### src/rtl/blst_pkg.sv
package blst_pkg;

  // field widths
  localparam int OP_W  = 3;
  localparam int VAL_W = 8;
  localparam int ST_W  = 3;
  localparam int AMT_W = 7;

  // default sizes
  localparam int CAPACITY_DEF    = 32;
  localparam int CMD_QUEUE_DEPTH = 2;

  // operation codes
  localparam logic [OP_W-1:0] OP_PUSH     = 3'd0;
  localparam logic [OP_W-1:0] OP_REMOVE   = 3'd1;
  localparam logic [OP_W-1:0] OP_READ_FWD = 3'd2;
  localparam logic [OP_W-1:0] OP_READ_BWD = 3'd3;
  localparam logic [OP_W-1:0] OP_CLEAR    = 3'd4;

  // result status codes
  localparam logic [ST_W-1:0] ST_DONE      = 3'd0;
  localparam logic [ST_W-1:0] ST_ELEMENT   = 3'd1;
  localparam logic [ST_W-1:0] ST_NOT_FOUND = 3'd2;
  localparam logic [ST_W-1:0] ST_FULL      = 3'd3;
  localparam logic [ST_W-1:0] ST_EMPTY     = 3'd4;

  // command passed from front to back
  typedef struct packed {
    logic [OP_W-1:0]  op;
    logic [VAL_W-1:0] value;
  } cmd_t;

endpackage

### src/rtl/byte_list_store.sv
// Ordered list of bytes with push-front, remove-all-matching, forward and
// backward read, and clear. Commands enter through a two-entry queue, so
// the input side keeps taking transactions while the execution side works
// or while a result waits to be popped. Push, clear and any command on an
// empty list load the result register as they leave the queue. Remove walks
// the list through the entry memory, one entry per cycle. A read emits one
// element per cycle from the registered read port, as fast as the result
// side pops. Operation codes 5 to 7 are taken and dropped without a result.
// The entry memory holds CAPACITY bytes, has no reset and needs no clearing
// after reset.
module byte_list_store #(
  parameter int CAPACITY = blst_pkg::CAPACITY_DEF
) (
  input  logic                       clk,
  input  logic                       rst_n,
  input  logic                       in_push,
  output logic                       in_full,
  input  logic [blst_pkg::OP_W-1:0]  in_operation,
  input  logic [blst_pkg::VAL_W-1:0] in_value,
  output logic                       out_empty,
  input  logic                       out_pop,
  output logic [blst_pkg::ST_W-1:0]  out_status,
  output logic [blst_pkg::VAL_W-1:0] out_element,
  output logic [blst_pkg::AMT_W-1:0] out_amount,
  output logic                       out_last
);
  import blst_pkg::*;

  logic q_full;
  logic q_push;
  cmd_t q_cmd;
  logic q_pop;
  logic q_nonempty;
  cmd_t q_head;

  // input classification
  blst_front u_front (
    .in_push      (in_push),
    .in_full      (in_full),
    .in_operation (in_operation),
    .in_value     (in_value),
    .q_full       (q_full),
    .q_push       (q_push),
    .q_cmd        (q_cmd)
  );

  // command queue between front and back
  blst_cmd_queue #(
    .DEPTH (CMD_QUEUE_DEPTH)
  ) u_queue (
    .clk      (clk),
    .rst_n    (rst_n),
    .push     (q_push),
    .push_cmd (q_cmd),
    .full     (q_full),
    .pop      (q_pop),
    .nonempty (q_nonempty),
    .head_cmd (q_head)
  );

  // list execution and result register
  blst_back #(
    .CAPACITY (CAPACITY)
  ) u_back (
    .clk         (clk),
    .rst_n       (rst_n),
    .cmd_valid   (q_nonempty),
    .cmd         (q_head),
    .cmd_pop     (q_pop),
    .out_empty   (out_empty),
    .out_pop     (out_pop),
    .out_status  (out_status),
    .out_element (out_element),
    .out_amount  (out_amount),
    .out_last    (out_last)
  );

endmodule

### src/rtl/blst_front.sv
module blst_front (
  input  logic                      in_push,
  output logic                      in_full,
  input  logic [blst_pkg::OP_W-1:0]  in_operation,
  input  logic [blst_pkg::VAL_W-1:0] in_value,
  input  logic                      q_full,
  output logic                      q_push,
  output blst_pkg::cmd_t            q_cmd
);
  import blst_pkg::*;

  logic op_legal;

  // classify the operation; undefined codes are taken and dropped
  always_comb begin
    unique case (in_operation)
      OP_PUSH, OP_REMOVE, OP_READ_FWD, OP_READ_BWD, OP_CLEAR: op_legal = 1'b1;
      default: op_legal = 1'b0;
    endcase
  end

  // hand legal commands to the queue
  assign in_full      = q_full;
  assign q_push       = in_push && !q_full && op_legal;
  assign q_cmd.op     = in_operation;
  assign q_cmd.value  = in_value;

endmodule

### src/rtl/blst_cmd_queue.sv
module blst_cmd_queue #(
  parameter int DEPTH = blst_pkg::CMD_QUEUE_DEPTH
) (
  input  logic           clk,
  input  logic           rst_n,
  input  logic           push,
  input  blst_pkg::cmd_t push_cmd,
  output logic           full,
  input  logic           pop,
  output logic           nonempty,
  output blst_pkg::cmd_t head_cmd
);
  import blst_pkg::*;

  localparam int PW = (DEPTH > 1) ? $clog2(DEPTH) : 1;
  localparam int CW = $clog2(DEPTH + 1);
  localparam logic [PW-1:0] LAST_PTR = PW'(DEPTH - 1);
  localparam logic [CW-1:0] DEPTH_C  = CW'(DEPTH);

  cmd_t          slot_r [DEPTH];
  logic [PW-1:0] wptr_r, wptr_nxt;
  logic [PW-1:0] rptr_r, rptr_nxt;
  logic [CW-1:0] cnt_r,  cnt_nxt;
  logic          do_push, do_pop;

  assign full     = (cnt_r == DEPTH_C);
  assign nonempty = (cnt_r != '0);
  assign head_cmd = slot_r[rptr_r];
  assign do_push  = push && !full;
  assign do_pop   = pop && nonempty;

  // pointer and fill count update
  always_comb begin
    wptr_nxt = wptr_r;
    rptr_nxt = rptr_r;
    cnt_nxt  = cnt_r;
    if (do_push) begin
      wptr_nxt = (wptr_r == LAST_PTR) ? '0 : wptr_r + 1'b1;
    end
    if (do_pop) begin
      rptr_nxt = (rptr_r == LAST_PTR) ? '0 : rptr_r + 1'b1;
    end
    if (do_push && !do_pop) begin
      cnt_nxt = cnt_r + 1'b1;
    end else if (do_pop && !do_push) begin
      cnt_nxt = cnt_r - 1'b1;
    end
  end

  always_ff @(posedge clk) begin
    if (!rst_n) begin
      wptr_r <= '0;
      rptr_r <= '0;
      cnt_r  <= '0;
    end else begin
      wptr_r <= wptr_nxt;
      rptr_r <= rptr_nxt;
      cnt_r  <= cnt_nxt;
    end
  end

  // command storage
  always_ff @(posedge clk) begin
    if (do_push) begin
      slot_r[wptr_r] <= push_cmd;
    end
  end

endmodule

### src/rtl/blst_back.sv
module blst_back #(
  parameter int CAPACITY = blst_pkg::CAPACITY_DEF
) (
  input  logic                       clk,
  input  logic                       rst_n,
  input  logic                       cmd_valid,
  input  blst_pkg::cmd_t             cmd,
  output logic                       cmd_pop,
  output logic                       out_empty,
  input  logic                       out_pop,
  output logic [blst_pkg::ST_W-1:0]  out_status,
  output logic [blst_pkg::VAL_W-1:0] out_element,
  output logic [blst_pkg::AMT_W-1:0] out_amount,
  output logic                       out_last
);
  import blst_pkg::*;

  localparam int AW = (CAPACITY > 1) ? $clog2(CAPACITY) : 1;
  localparam int CW = $clog2(CAPACITY + 1);
  localparam logic [CW-1:0] CAP_C    = CW'(CAPACITY);
  localparam logic [AW:0]   CAP_W    = (AW + 1)'(CAPACITY);
  localparam logic [AW-1:0] TOP_ADDR = AW'(CAPACITY - 1);

  localparam logic [1:0] S_IDLE = 2'd0;
  localparam logic [1:0] S_RM   = 2'd1;
  localparam logic [1:0] S_RD   = 2'd2;

  // control state
  logic [1:0]    state_r, state_nxt;
  logic [AW-1:0] head_r,  head_nxt;
  logic [CW-1:0] count_r, count_nxt;
  logic          pend_r,  pend_nxt;
  logic          res_valid_r, res_valid_nxt;

  // per-command working registers
  logic [CW-1:0]    idx_r,  idx_nxt;
  logic [CW-1:0]    kept_r, kept_nxt;
  logic [AW-1:0]    cur_r,  cur_nxt;
  logic             bwd_r,  bwd_nxt;
  logic [VAL_W-1:0] val_r,  val_nxt;

  // result register
  logic [ST_W-1:0]  res_status_r;
  logic [VAL_W-1:0] res_element_r;
  logic [AMT_W-1:0] res_amount_r;
  logic             res_last_r;

  // entry memory
  logic [VAL_W-1:0] mem [CAPACITY];
  logic [VAL_W-1:0] rdata_r;
  logic [AW-1:0]    raddr;
  logic             mem_we;
  logic [AW-1:0]    mem_waddr;
  logic [VAL_W-1:0] mem_wdata;

  // result load
  logic             ld;
  logic [ST_W-1:0]  ld_status;
  logic [VAL_W-1:0] ld_element;
  logic [CW-1:0]    ld_amount;

  logic          slot_free;
  logic          rd_last;
  logic [AW-1:0] head_m1;

  // physical address of a list position in the circular store
  function automatic logic [AW-1:0] phys(input logic [AW-1:0] base,
                                         input logic [AW-1:0] off);
    logic [AW:0] sum;
    sum = {1'b0, base} + {1'b0, off};
    if (sum >= CAP_W) begin
      sum = sum - CAP_W;
    end
    return sum[AW-1:0];
  endfunction

  // list position of the c-th element in read order
  function automatic logic [AW-1:0] read_pos(input logic bwd, input logic [CW-1:0] cnt,
                                             input logic [AW-1:0] c);
    logic [CW-1:0] cw_c;
    logic [CW-1:0] pos;
    cw_c = CW'(c);
    pos  = bwd ? (cnt - 1'b1 - cw_c) : cw_c;
    return pos[AW-1:0];
  endfunction

  assign slot_free = !res_valid_r || out_pop;
  assign rd_last   = (CW'(cur_r) == count_r - 1'b1);
  assign head_m1   = (head_r == '0) ? TOP_ADDR : head_r - 1'b1;

  // command sequencer
  always_comb begin
    state_nxt  = state_r;
    head_nxt   = head_r;
    count_nxt  = count_r;
    pend_nxt   = pend_r;
    idx_nxt    = idx_r;
    kept_nxt   = kept_r;
    cur_nxt    = cur_r;
    bwd_nxt    = bwd_r;
    val_nxt    = val_r;
    cmd_pop    = 1'b0;
    mem_we     = 1'b0;
    mem_waddr  = head_m1;
    mem_wdata  = cmd.value;
    raddr      = head_r;
    ld         = 1'b0;
    ld_status  = ST_DONE;
    ld_element = '0;
    ld_amount  = '0;
    unique case (state_r)
      S_IDLE: begin
        if (cmd_valid && slot_free) begin
          cmd_pop = 1'b1;
          val_nxt = cmd.value;
          unique case (cmd.op)
            OP_PUSH: begin
              ld = 1'b1;
              if (count_r == CAP_C) begin
                ld_status = ST_FULL;
                ld_amount = count_r;
              end else begin
                mem_we    = 1'b1;
                head_nxt  = head_m1;
                count_nxt = count_r + 1'b1;
                ld_status = ST_DONE;
                ld_amount = count_r + 1'b1;
              end
            end
            OP_REMOVE: begin
              if (count_r == '0) begin
                ld        = 1'b1;
                ld_status = ST_NOT_FOUND;
              end else begin
                // first read goes out now
                idx_nxt   = CW'(1);
                pend_nxt  = 1'b1;
                kept_nxt  = '0;
                state_nxt = S_RM;
              end
            end
            OP_READ_FWD, OP_READ_BWD: begin
              if (count_r == '0) begin
                ld        = 1'b1;
                ld_status = ST_EMPTY;
              end else begin
                bwd_nxt   = (cmd.op == OP_READ_BWD);
                cur_nxt   = '0;
                raddr     = phys(head_r, read_pos(cmd.op == OP_READ_BWD, count_r, '0));
                state_nxt = S_RD;
              end
            end
            OP_CLEAR: begin
              count_nxt = '0;
              ld        = 1'b1;
              ld_status = ST_DONE;
            end
            default: begin
            end
          endcase
        end
      end
      S_RM: begin
        // issue the next read
        if (idx_r < count_r) begin
          raddr    = phys(head_r, idx_r[AW-1:0]);
          idx_nxt  = idx_r + 1'b1;
          pend_nxt = 1'b1;
        end else begin
          pend_nxt = 1'b0;
        end
        // compact the entry read last cycle
        if (pend_r) begin
          if (rdata_r != val_r) begin
            mem_we    = 1'b1;
            mem_waddr = phys(head_r, kept_r[AW-1:0]);
            mem_wdata = rdata_r;
            kept_nxt  = kept_r + 1'b1;
          end
        end else begin
          count_nxt = kept_r;
          ld        = 1'b1;
          state_nxt = S_IDLE;
          if (kept_r == count_r) begin
            ld_status = ST_NOT_FOUND;
            ld_amount = count_r;
          end else begin
            ld_status = ST_DONE;
            ld_amount = count_r - kept_r;
          end
        end
      end
      S_RD: begin
        // one element per transaction; the read address runs one ahead
        raddr = phys(head_r, read_pos(bwd_r, count_r, cur_r));
        if (slot_free) begin
          ld         = 1'b1;
          ld_status  = ST_ELEMENT;
          ld_element = rdata_r;
          ld_amount  = count_r;
          if (rd_last) begin
            state_nxt = S_IDLE;
          end else begin
            cur_nxt = cur_r + 1'b1;
            raddr   = phys(head_r, read_pos(bwd_r, count_r, cur_r + 1'b1));
          end
        end
      end
      default: begin
        state_nxt = S_IDLE;
      end
    endcase
    res_valid_nxt = ld || (res_valid_r && !out_pop);
  end

  always_ff @(posedge clk) begin
    if (!rst_n) begin
      state_r     <= S_IDLE;
      head_r      <= '0;
      count_r     <= '0;
      pend_r      <= 1'b0;
      res_valid_r <= 1'b0;
    end else begin
      state_r     <= state_nxt;
      head_r      <= head_nxt;
      count_r     <= count_nxt;
      pend_r      <= pend_nxt;
      res_valid_r <= res_valid_nxt;
    end
  end

  // working and result payload
  always_ff @(posedge clk) begin
    idx_r  <= idx_nxt;
    kept_r <= kept_nxt;
    cur_r  <= cur_nxt;
    bwd_r  <= bwd_nxt;
    val_r  <= val_nxt;
    if (ld) begin
      res_status_r  <= ld_status;
      res_element_r <= ld_element;
      res_amount_r  <= AMT_W'(ld_amount);
      res_last_r    <= (state_r != S_RD) || rd_last;
    end
  end

  // entry memory, one write and one registered read port
  always_ff @(posedge clk) begin
    if (mem_we) begin
      mem[mem_waddr] <= mem_wdata;
    end
    rdata_r <= mem[raddr];
  end

  assign out_empty   = !res_valid_r;
  assign out_status  = res_status_r;
  assign out_element = res_element_r;
  assign out_amount  = res_amount_r;
  assign out_last    = res_last_r;

  // list length never exceeds the store
  a_count_bound: assert property (@(posedge clk) disable iff (!rst_n)
    count_r <= CAP_C)
    else $error("entry count above capacity");

  // compaction never produces a result before it finishes
  a_rm_no_result: assert property (@(posedge clk) disable iff (!rst_n)
    (state_r == S_RM) |-> !res_valid_r)
    else $error("result pending during remove");

  // compaction write pointer trails the read pointer
  a_rm_kept: assert property (@(posedge clk) disable iff (!rst_n)
    (state_r == S_RM) |-> (kept_r <= idx_r && idx_r <= count_r))
    else $error("remove pointers out of order");

  // read walk stays inside the list
  a_rd_cursor: assert property (@(posedge clk) disable iff (!rst_n)
    (state_r == S_RD) |-> (CW'(cur_r) < count_r))
    else $error("read cursor beyond list");

endmodule
### config.mk
export PLATFORM = sky130hd
export DESIGN_NAME = byte_list_store
export DESIGN_NICKNAME = d
export VERILOG_FILES = /design/src/rtl/blst_pkg.sv /design/src/rtl/byte_list_store.sv /design/src/rtl/blst_front.sv /design/src/rtl/blst_cmd_queue.sv /design/src/rtl/blst_back.sv
export SDC_FILE = /design/constraint.sdc
export NUM_CORES = 1
export LEC_CHECK = 0
export BUFFER_PORTS_ARGS = -buffer_cell sky130_fd_sc_hd__buf_2
export CAP_MARGIN = 40
export CORE_ASPECT_RATIO = 0.7
export CORE_UTILIZATION = 25
export CTS_CLUSTER_SIZE = 14
export DETAILED_ROUTE_END_ITERATION = 16
export GPL_TIMING_DRIVEN = 0
export SYNTH_ARGS = -nofsm -noshare
export SYNTH_HDL_FRONTEND = slang
export SYNTH_SLANG_ARGS = --single-unit
### constraint.sdc
create_clock -name clk -period 4.8 [get_ports clk]
set_input_delay 0.24 -clock clk [delete_from_list [all_inputs] [get_ports clk]]
set_output_delay 0.24 -clock clk [all_outputs]
set_load 0.02 [all_outputs]
==> results of run 1 <==
-- registers in the layout, indices dropped and copies added (netlist names), 2 cells and up, named ones only --
| signal | cells |
|---|---|
| u_back.mem | 256 |
| u_back.head_r | 5 |
| u_queue.cnt_r | 2 |
| u_back.val_r | 8 |
| u_back.count_r | 6 |
| u_back.rdata_r | 8 |
| u_queue.slot_r | 22 |
| u_back.cur_r | 5 |
| u_back.out_amount | 6 |
| u_back.state_r | 2 |
| u_back.out_element | 8 |
| u_back.out_status | 3 |
| u_back.kept_r | 6 |
| u_back.idx_r | 6 |
-- cells by family (layout without fill, tap and decap cells) --
logic type	count (synthesis)	after routing	share of synthesized area
flip-flops	350	350	0.601
other	1	1	0.000220
buffers and inverters	158	311	0.0387
AND/OR/NAND/NOR	242	242	0.0699
multiplexers	120	120	0.0792
AO/OA/AOI/OAI	315	315	0.137
XOR/XNOR	59	59	0.0313
adder cells (fa/ha/maj)	53	53	0.0425
-- where the power goes --
part,internal (mW),switching [mW],leakage [nW]
clock,1.60,1.20,0.555
sequential,3.79,0.176,3.15
combinational,1.88,3.10,3.30
total,7.27,4.48,7.01
-- layout by cell type (no fill, tap or decap), types with 5 or more instances in the layout --
| cell | instances |
|---|---|
| edfxtp_1 | 322 |
| mux2_2 | 85 |
| inv_1 | 82 |
| nor2_1 | 81 |
| o211ai_1 | 54 |
| nand2_1 | 52 |
| buf_2 | 51 |
| o2111ai_1 | 48 |
| ha_1 | 40 |
| clkbuf_1 | 39 |
| buf_4 | 39 |
| o21ai_0 | 36 |
| clkbuf_16 | 36 |
| xnor2_1 | 35 |
| o22ai_1 | 33 |
| a21oi_1 | 27 |
| dfxtp_1 | 26 |
| mux2i_1 | 25 |
| and3_1 | 21 |
| xor2_1 | 19 |
| a2111oi_4 | 16 |
| nand3_1 | 13 |
| a21o_1 | 13 |
| nor2b_1 | 12 |
| nor3_1 | 12 |
| dlygate4sd3_1 | 11 |
| buf_6 | 10 |
| nand2b_1 | 9 |
| and2_1 | 9 |
| clkbuf_2 | 8 |
| mux2_4 | 8 |
| a2111oi_2 | 8 |
| a211oi_4 | 8 |
| buf_12 | 6 |
| a22oi_1 | 6 |
| clkinv_2 | 6 |
| o21a_1 | 5 |
| clkbuf_4 | 5 |
-- layout make-up --
type                            count  area, sq um
Timing Repair Buffer               92          718
Inverter                           85          327
Clock buffer                       44          931
Clock inverter                     18          206
Buffer                             72          400
Tap cell                          891         1110
Fill cell                        6627        46100
Sequential cell                   350        10200
Multi-Input combinational cell    790         6860
-- worst max-delay path: stages (launching register included) --
cell,delay (ns)
dfxtp_4,0.38
clkinvlp_4,0.12
ha_4,0.29
clkinvlp_4,0.23
fa_2,0.49
xnor2_1,0.15
nand2_1,0.10
xor2_2,0.27
ha_4,0.25
nor2b_4,0.12
o21a_1,0.20
o21a_1,0.21
or4_4,0.50
mux2i_4,0.25
nor3_4,0.05
buf_6,0.16
buf_8,0.14
a2111oi_2,0.43
a2111oi_4,0.12
buf_2,0.18
and3_1,0.16
-- path summary, 6_finish.rpt --
| kind | startpoint | slack [ns] | depth (start not counted) | endpoint |
|---|---|---|---|---|
| max reg2reg | u_back.count_r[1]$_SDFFE_PN0P_ | -0.09 | 20 | u_back.rdata_r[0]$_DFF_P_ |
| min reg2reg | u_queue.rptr_r$_SDFFE_PN0P_ | 0.57 | 2 | flop |
| max | u_back.count_r[1]$_SDFFE_PN0P_ | -0.09 | 20 | u_back.rdata_r[0]$_DFF_P_ |
| min | out_pop | 0.16 | 3 | u_back.res_valid_r$_SDFF_PN0_ |
-- through the flow --
step                      setup WS, ns  instance area, sq um
after global placement           -1.93                 18300
after floorplan                  0.535                 17000
after detailed placement         -1.48                 18400
final                          -0.0878                 20800
after global routing            -0.153                 20800
after CTS                      -0.0114                 20300
-- per-layer routing --
layer / vias to the layer above / routed length, um
met2: 516 / 18900
met4: 0 / 483
met5: - / 0
met3: 43 / 5170
met1: 5838 / 23900
li1: 5273 / -
-- timing repair --
action,4_1_cts,5_1_grt
gates cloned,1,0
buffers inserted,18,13
pin swaps,14,34
gates resized for setup,115,80
endpoints found under the setup margin,8,105
hold buffers,11,0
hold endpoints to repair,22,0
==> results.py, run 1 <==
metrics = {
    "timing": {
        "clock.fmax_ghz": 0.205,
        "rsz0062_at_grt": "true",
        "setup_viol": 6,
        "setup_slack_ns": -0.0878,
        "finalCritPeriodShare": 1.02,
        "slew_headroom": 0.346,
        "fin_skew_ns": 0.0273,
        "hold_viol_final": 0,
        "whs_ns": 0.156,
        "finalCriticalPeriod_ns": 4.89,
        "worstMarginPinSlew_ns": 0.978,
        "tns_ns": -0.235,
        "finalMaxSlewViolations": 0,
    },
    "floorplan": {
        "fp.dieArea_sq_mm": 0.0691,
        "io_pins": 36,
        "core_area_sq_mm": 0.0669,
        "initial_core_util": 0.254,
        "std_cell_rows": 79,
        "die_h_um": 220,
        "die_x_um": 314,
    },
    "clock_network": {
        "cts_tree": "built",
        "root_buffer": "clkbuf_16",
        "h-tree-depth": 2,
        "clk_latency_ns": 0.54,
        "clk_path_buf_depth": 3,
        "clock-sinks": 350,
        "clk_pin_slew_worst_paths_ns": 0.07,
        "cts_buffers": 35,
    },
    "global_routing": {
        "antenna_found_initial": 2,
        "overflow": 0,
        "grt_use_met3": 0.0497,
        "grt_pass1_vias": 11400,
        "grt_max_degree": 33,
        "grt_pass1_wl_um": 72000,
        "met2_usage": 0.184,
        "grt_usage": 0.138,
        "grt_util_met1": 0.211,
        "grt_busiest_layer": "met1",
    },
    "yosys": {
        "yosys.area.top_type_share": 0.568,
        "async_reset_ff_frac": 0,
        "synth_edf_count": 322,
        "ys_seq_area_frac": 0.601,
        "synth.largest_area_cell": "edfxtp_1",
        "synth_common_cells": "edfxtp_1 (322), inv_1 (85), mux2_2 (84)",
        "synth_cell_types": 78,
        "synth_flop_cell": "edfxtp_1",
        "syn_nets": 1366,
        "syn_area_sq_mm": 0.0170,
        "yosys-top-cells-area": "edfxtp_1 (57%), mux2_2 (5.6%), ha_1 (3.3%), dfxtp_1 (3.3%), o2111ai_1 (2.5%)",
        "synth_area_per_cell_sq_um": 13.1,
        "yosysMostFrequentCell": "edfxtp_1",
        "syn_inst": 1298,
        "ys_warn_count": 0,
        "synth_seq_cells": 350,
    },
    "drt": {
        "wire_per_inst_um": 20.7,
        "initialDrtViolationCount": 1378,
        "firstDrtPassIters": 8,
        "num_vias": 11700,
        "viasPerCell": 4.98,
        "drcViolationCount": 0,
        "antenna_left": 0,
        "drt-total-wl_um": 48500,
    },
    "finish": {
        "final_cells": 2342,
        "fin_util": 0.311,
        "drive_gt1_frac": 0.243,
        "syn2layout_area_growth_pct": 22.2,
        "finalNetCount": 1494,
        "diodes": 0,
    },
    "place": {
        "dp_cells": 2240,
        "gp_congestion": 0.970,
        "portBuffers": 33,
        "dp_hpwl_um": 34300,
    },
    "setup_path": {
        "critPathLaunchType": "flop",
        "worstSetupPathType": "flop to flop",
        "arrival_ns": 5.31,
        "crit_required_ns": 5.22,
        "cp_max_fo": 5,
        "worst_setup_path_end_kind": "flop",
    },
    "power": {
        "leakagePower_nw": 7.01,
        "power.density_mw_per_mm2": 565,
        "finalPower_mw": 11.7,
        "vdd_drop_max_mv": 0.239,
    },
    "job": {
        "drv_cap": 0,
    },
    "outcome": {
        "violations": "negative setup slack",
        "status": "finished with violations",
    },
    "worst_hold_path": {
        "min_path_type": "input port to flop",
    },
}
Power figures use the tool's default switching activity.
==> run 2: changes to the inputs <==
==> constraint.sdc (replaced) <==
create_clock -name clk -period 4.8 [get_ports clk]
set_input_delay 1.2 -clock clk [delete_from_list [all_inputs] [get_ports clk]]
set_output_delay 1.2 -clock clk [all_outputs]
set_load 0.02 [all_outputs]
==> results.py, run 2 (synthesized netlist as in run 1, its figures left out) <==
metrics = {
    "floorplan": {
        "die_h_um": 220,
        "io_pins": 36,
        "std_cell_rows": 79,
        "die_x_um": 314,
        "core_area_sq_mm": 0.0669,
        "initial_core_util": 0.254,
        "fp.dieArea_sq_mm": 0.0691,
    },
    "drt": {
        "viasPerCell": 5.02,
        "firstDrtPassIters": 6,
        "drt-total-wl_um": 48300,
        "initialDrtViolationCount": 1420,
        "num_vias": 11700,
        "drcViolationCount": 0,
        "wire_per_inst_um": 20.7,
        "antenna_left": 0,
    },
    "power": {
        "power.density_mw_per_mm2": 568,
        "intPower_mw": 7.26,
        "combPwrFrac": 0.424,
        "finalPower_mw": 11.7,
        "vdd_drop_max_mv": 0.241,
        "swShare": 0.382,
        "leakagePower_nw": 6.96,
        "seqPwrFrac": 0.338,
        "power.switching_mw": 4.48,
        "clkPwrFrac": 0.238,
    },
    "setup_path": {
        "reg2reg_depth": 20,
        "cp_max_fo": 5,
        "crit_required_ns": 5.22,
        "worstSetupPathType": "flop to flop",
        "worst_setup_path_end_kind": "flop",
        "critPathLaunchType": "flop",
        "arrival_ns": 5.27,
    },
    "finish": {
        "top_register": "u_back.mem",
        "largest_reg_flops": 256,
        "finalNetCount": 1483,
        "top_regs": "u_back.mem (256), u_queue.slot_r (22)",
        "diodes": 0,
        "final_common_cell": "edfxtp_1",
        "drive_gt1_frac": 0.244,
        "design_area_sq_mm": 0.0207,
        "final_cell_mix": "edfxtp_1 (322), mux2_2 (85), inv_1 (82), nor2_1 (81), o211ai_1 (54)",
        "fin_util": 0.309,
        "syn2layout_area_growth_pct": 21.6,
    },
    "clock_network": {
        "cts_tree": "built",
        "clk_latency_ns": 0.54,
        "cts_buffers": 35,
        "root_buffer": "clkbuf_16",
        "clk_pin_slew_worst_paths_ns": 0.07,
        "h-tree-depth": 2,
        "clock-sinks": 350,
        "ctsHoldBuffers": 0,
        "clk_path_buf_depth": 3,
    },
    "global_routing": {
        "grt_max_degree": 33,
        "antenna_found_initial": 2,
        "grt_pass1_vias": 11400,
        "grt_usage": 0.138,
        "grt_pass1_wl_um": 71700,
        "overflow": 0,
    },
    "worst_hold_path": {
        "min_path_type": "flop to flop",
        "whs_path_depth": 2,
    },
    "timing": {
        "finalCritPeriodShare": 1.01,
        "fin_skew_ns": 0.0311,
        "clock.fmax_ghz": 0.206,
        "setup_viol": 4,
        "whs_ns": 0.566,
        "hold_viol_final": 0,
        "rsz0062_at_grt": "true",
        "finalMaxSlewViolations": 0,
        "finalCriticalPeriod_ns": 4.85,
        "worstMarginPinSlew_ns": 0.975,
        "setup_slack_ns": -0.0500,
        "slew_headroom": 0.348,
    },
    "place": {
        "portBuffers": 33,
        "dp_hpwl_um": 34300,
        "gp_congestion": 0.970,
        "dp_slack_ns": -1.48,
        "post_dp_cell_area_sq_mm": 0.0184,
    },
    "job": {
        "drv_cap": 0,
    },
    "outcome": {
        "violations": "negative setup slack",
        "status": "finished with violations",
    },
}
[run 2: changes by cell type in the layout (fill, tap and decap cells not counted), sizes merged]
cell         delta
dlygate4sd3    -11
[run 2: power groups by stage]
stage               sequential, mW  combinational, mW  clock, mW
floorplan                     4.06               2.64          0
global placement              4.03               3.95          0
detailed placement            4.04               4.06          0
CTS                           3.96               4.52       2.84
global route                  3.99               5.28       2.96
finish                        3.96               4.98       2.79
[run 2: per-layer routing]
metal / vias to the layer above / GRT usage / part of all wire
li1: 5262 / - / -
met1: 5835 / 0.211 / 0.49
met2: 570 / 0.183 / 0.39
met3: 43 / 0.0497 / 0.11
met4: 0 / 0.0233 / 0.0099
met5: - / 0 / 0
[run 2: critical path: stages (launching register included)]
cell	delay (ns)
dfxtp_4	0.38
clkinvlp_4	0.12
ha_4	0.29
clkinvlp_4	0.22
fa_2	0.48
xnor2_1	0.15
nand2_1	0.10
xor2_2	0.26
ha_4	0.25
nor2b_4	0.12
o21a_1	0.19
o21a_1	0.21
or4_4	0.50
mux2i_4	0.24
nor3_4	0.05
buf_6	0.16
buf_8	0.14
a2111oi_2	0.44
a2111oi_4	0.11
buf_2	0.18
and3_1	0.16
[run 2: repair_timing]
item | in CTS | in global routing
setup endpoints to repair | 8 | 105
endpoints found under the hold margin | 0 | 0
gates cloned | 1 | 0
buffers inserted | 18 | 13
pin swaps | 14 | 34
resized for setup | 115 | 80
[run 2: stage by stage]
stage / setup TNS [ns] / instances
5_1_grt: -0.692 / 2331
3_5_place_dp: -11.57 / 2240
4_1_cts: -0.0214 / 2320
6_report: -0.0956 / 2331
2_1_floorplan: 0 / 1298
3_3_place_gp: -296.58 / 2222
[run 2: layout make-up]
class                           count  area [sq um]
Sequential cell                   350         10200
Tap cell                          891          1110
Clock buffer                       44           931
Clock inverter                     18           206
Timing Repair Buffer               81           608
Inverter                           85           327
Buffer                             72           400
Multi-Input combinational cell    790          6860
Fill cell                        6640         46200
[run 2: path summary, 6_finish.rpt]
kind,slack [ns],from,endpoint
setup / recovery,-0.05,u_back.count_r[1]$_SDFFE_PN0P_,u_back.rdata_r[0]$_DFF_P_
hold / removal,0.57,u_queue.rptr_r$_SDFFE_PN0P_,flop
setup reg to reg,-0.05,u_back.count_r[1]$_SDFFE_PN0P_,u_back.rdata_r[0]$_DFF_P_
hold reg to reg,0.57,u_queue.rptr_r$_SDFFE_PN0P_,flop
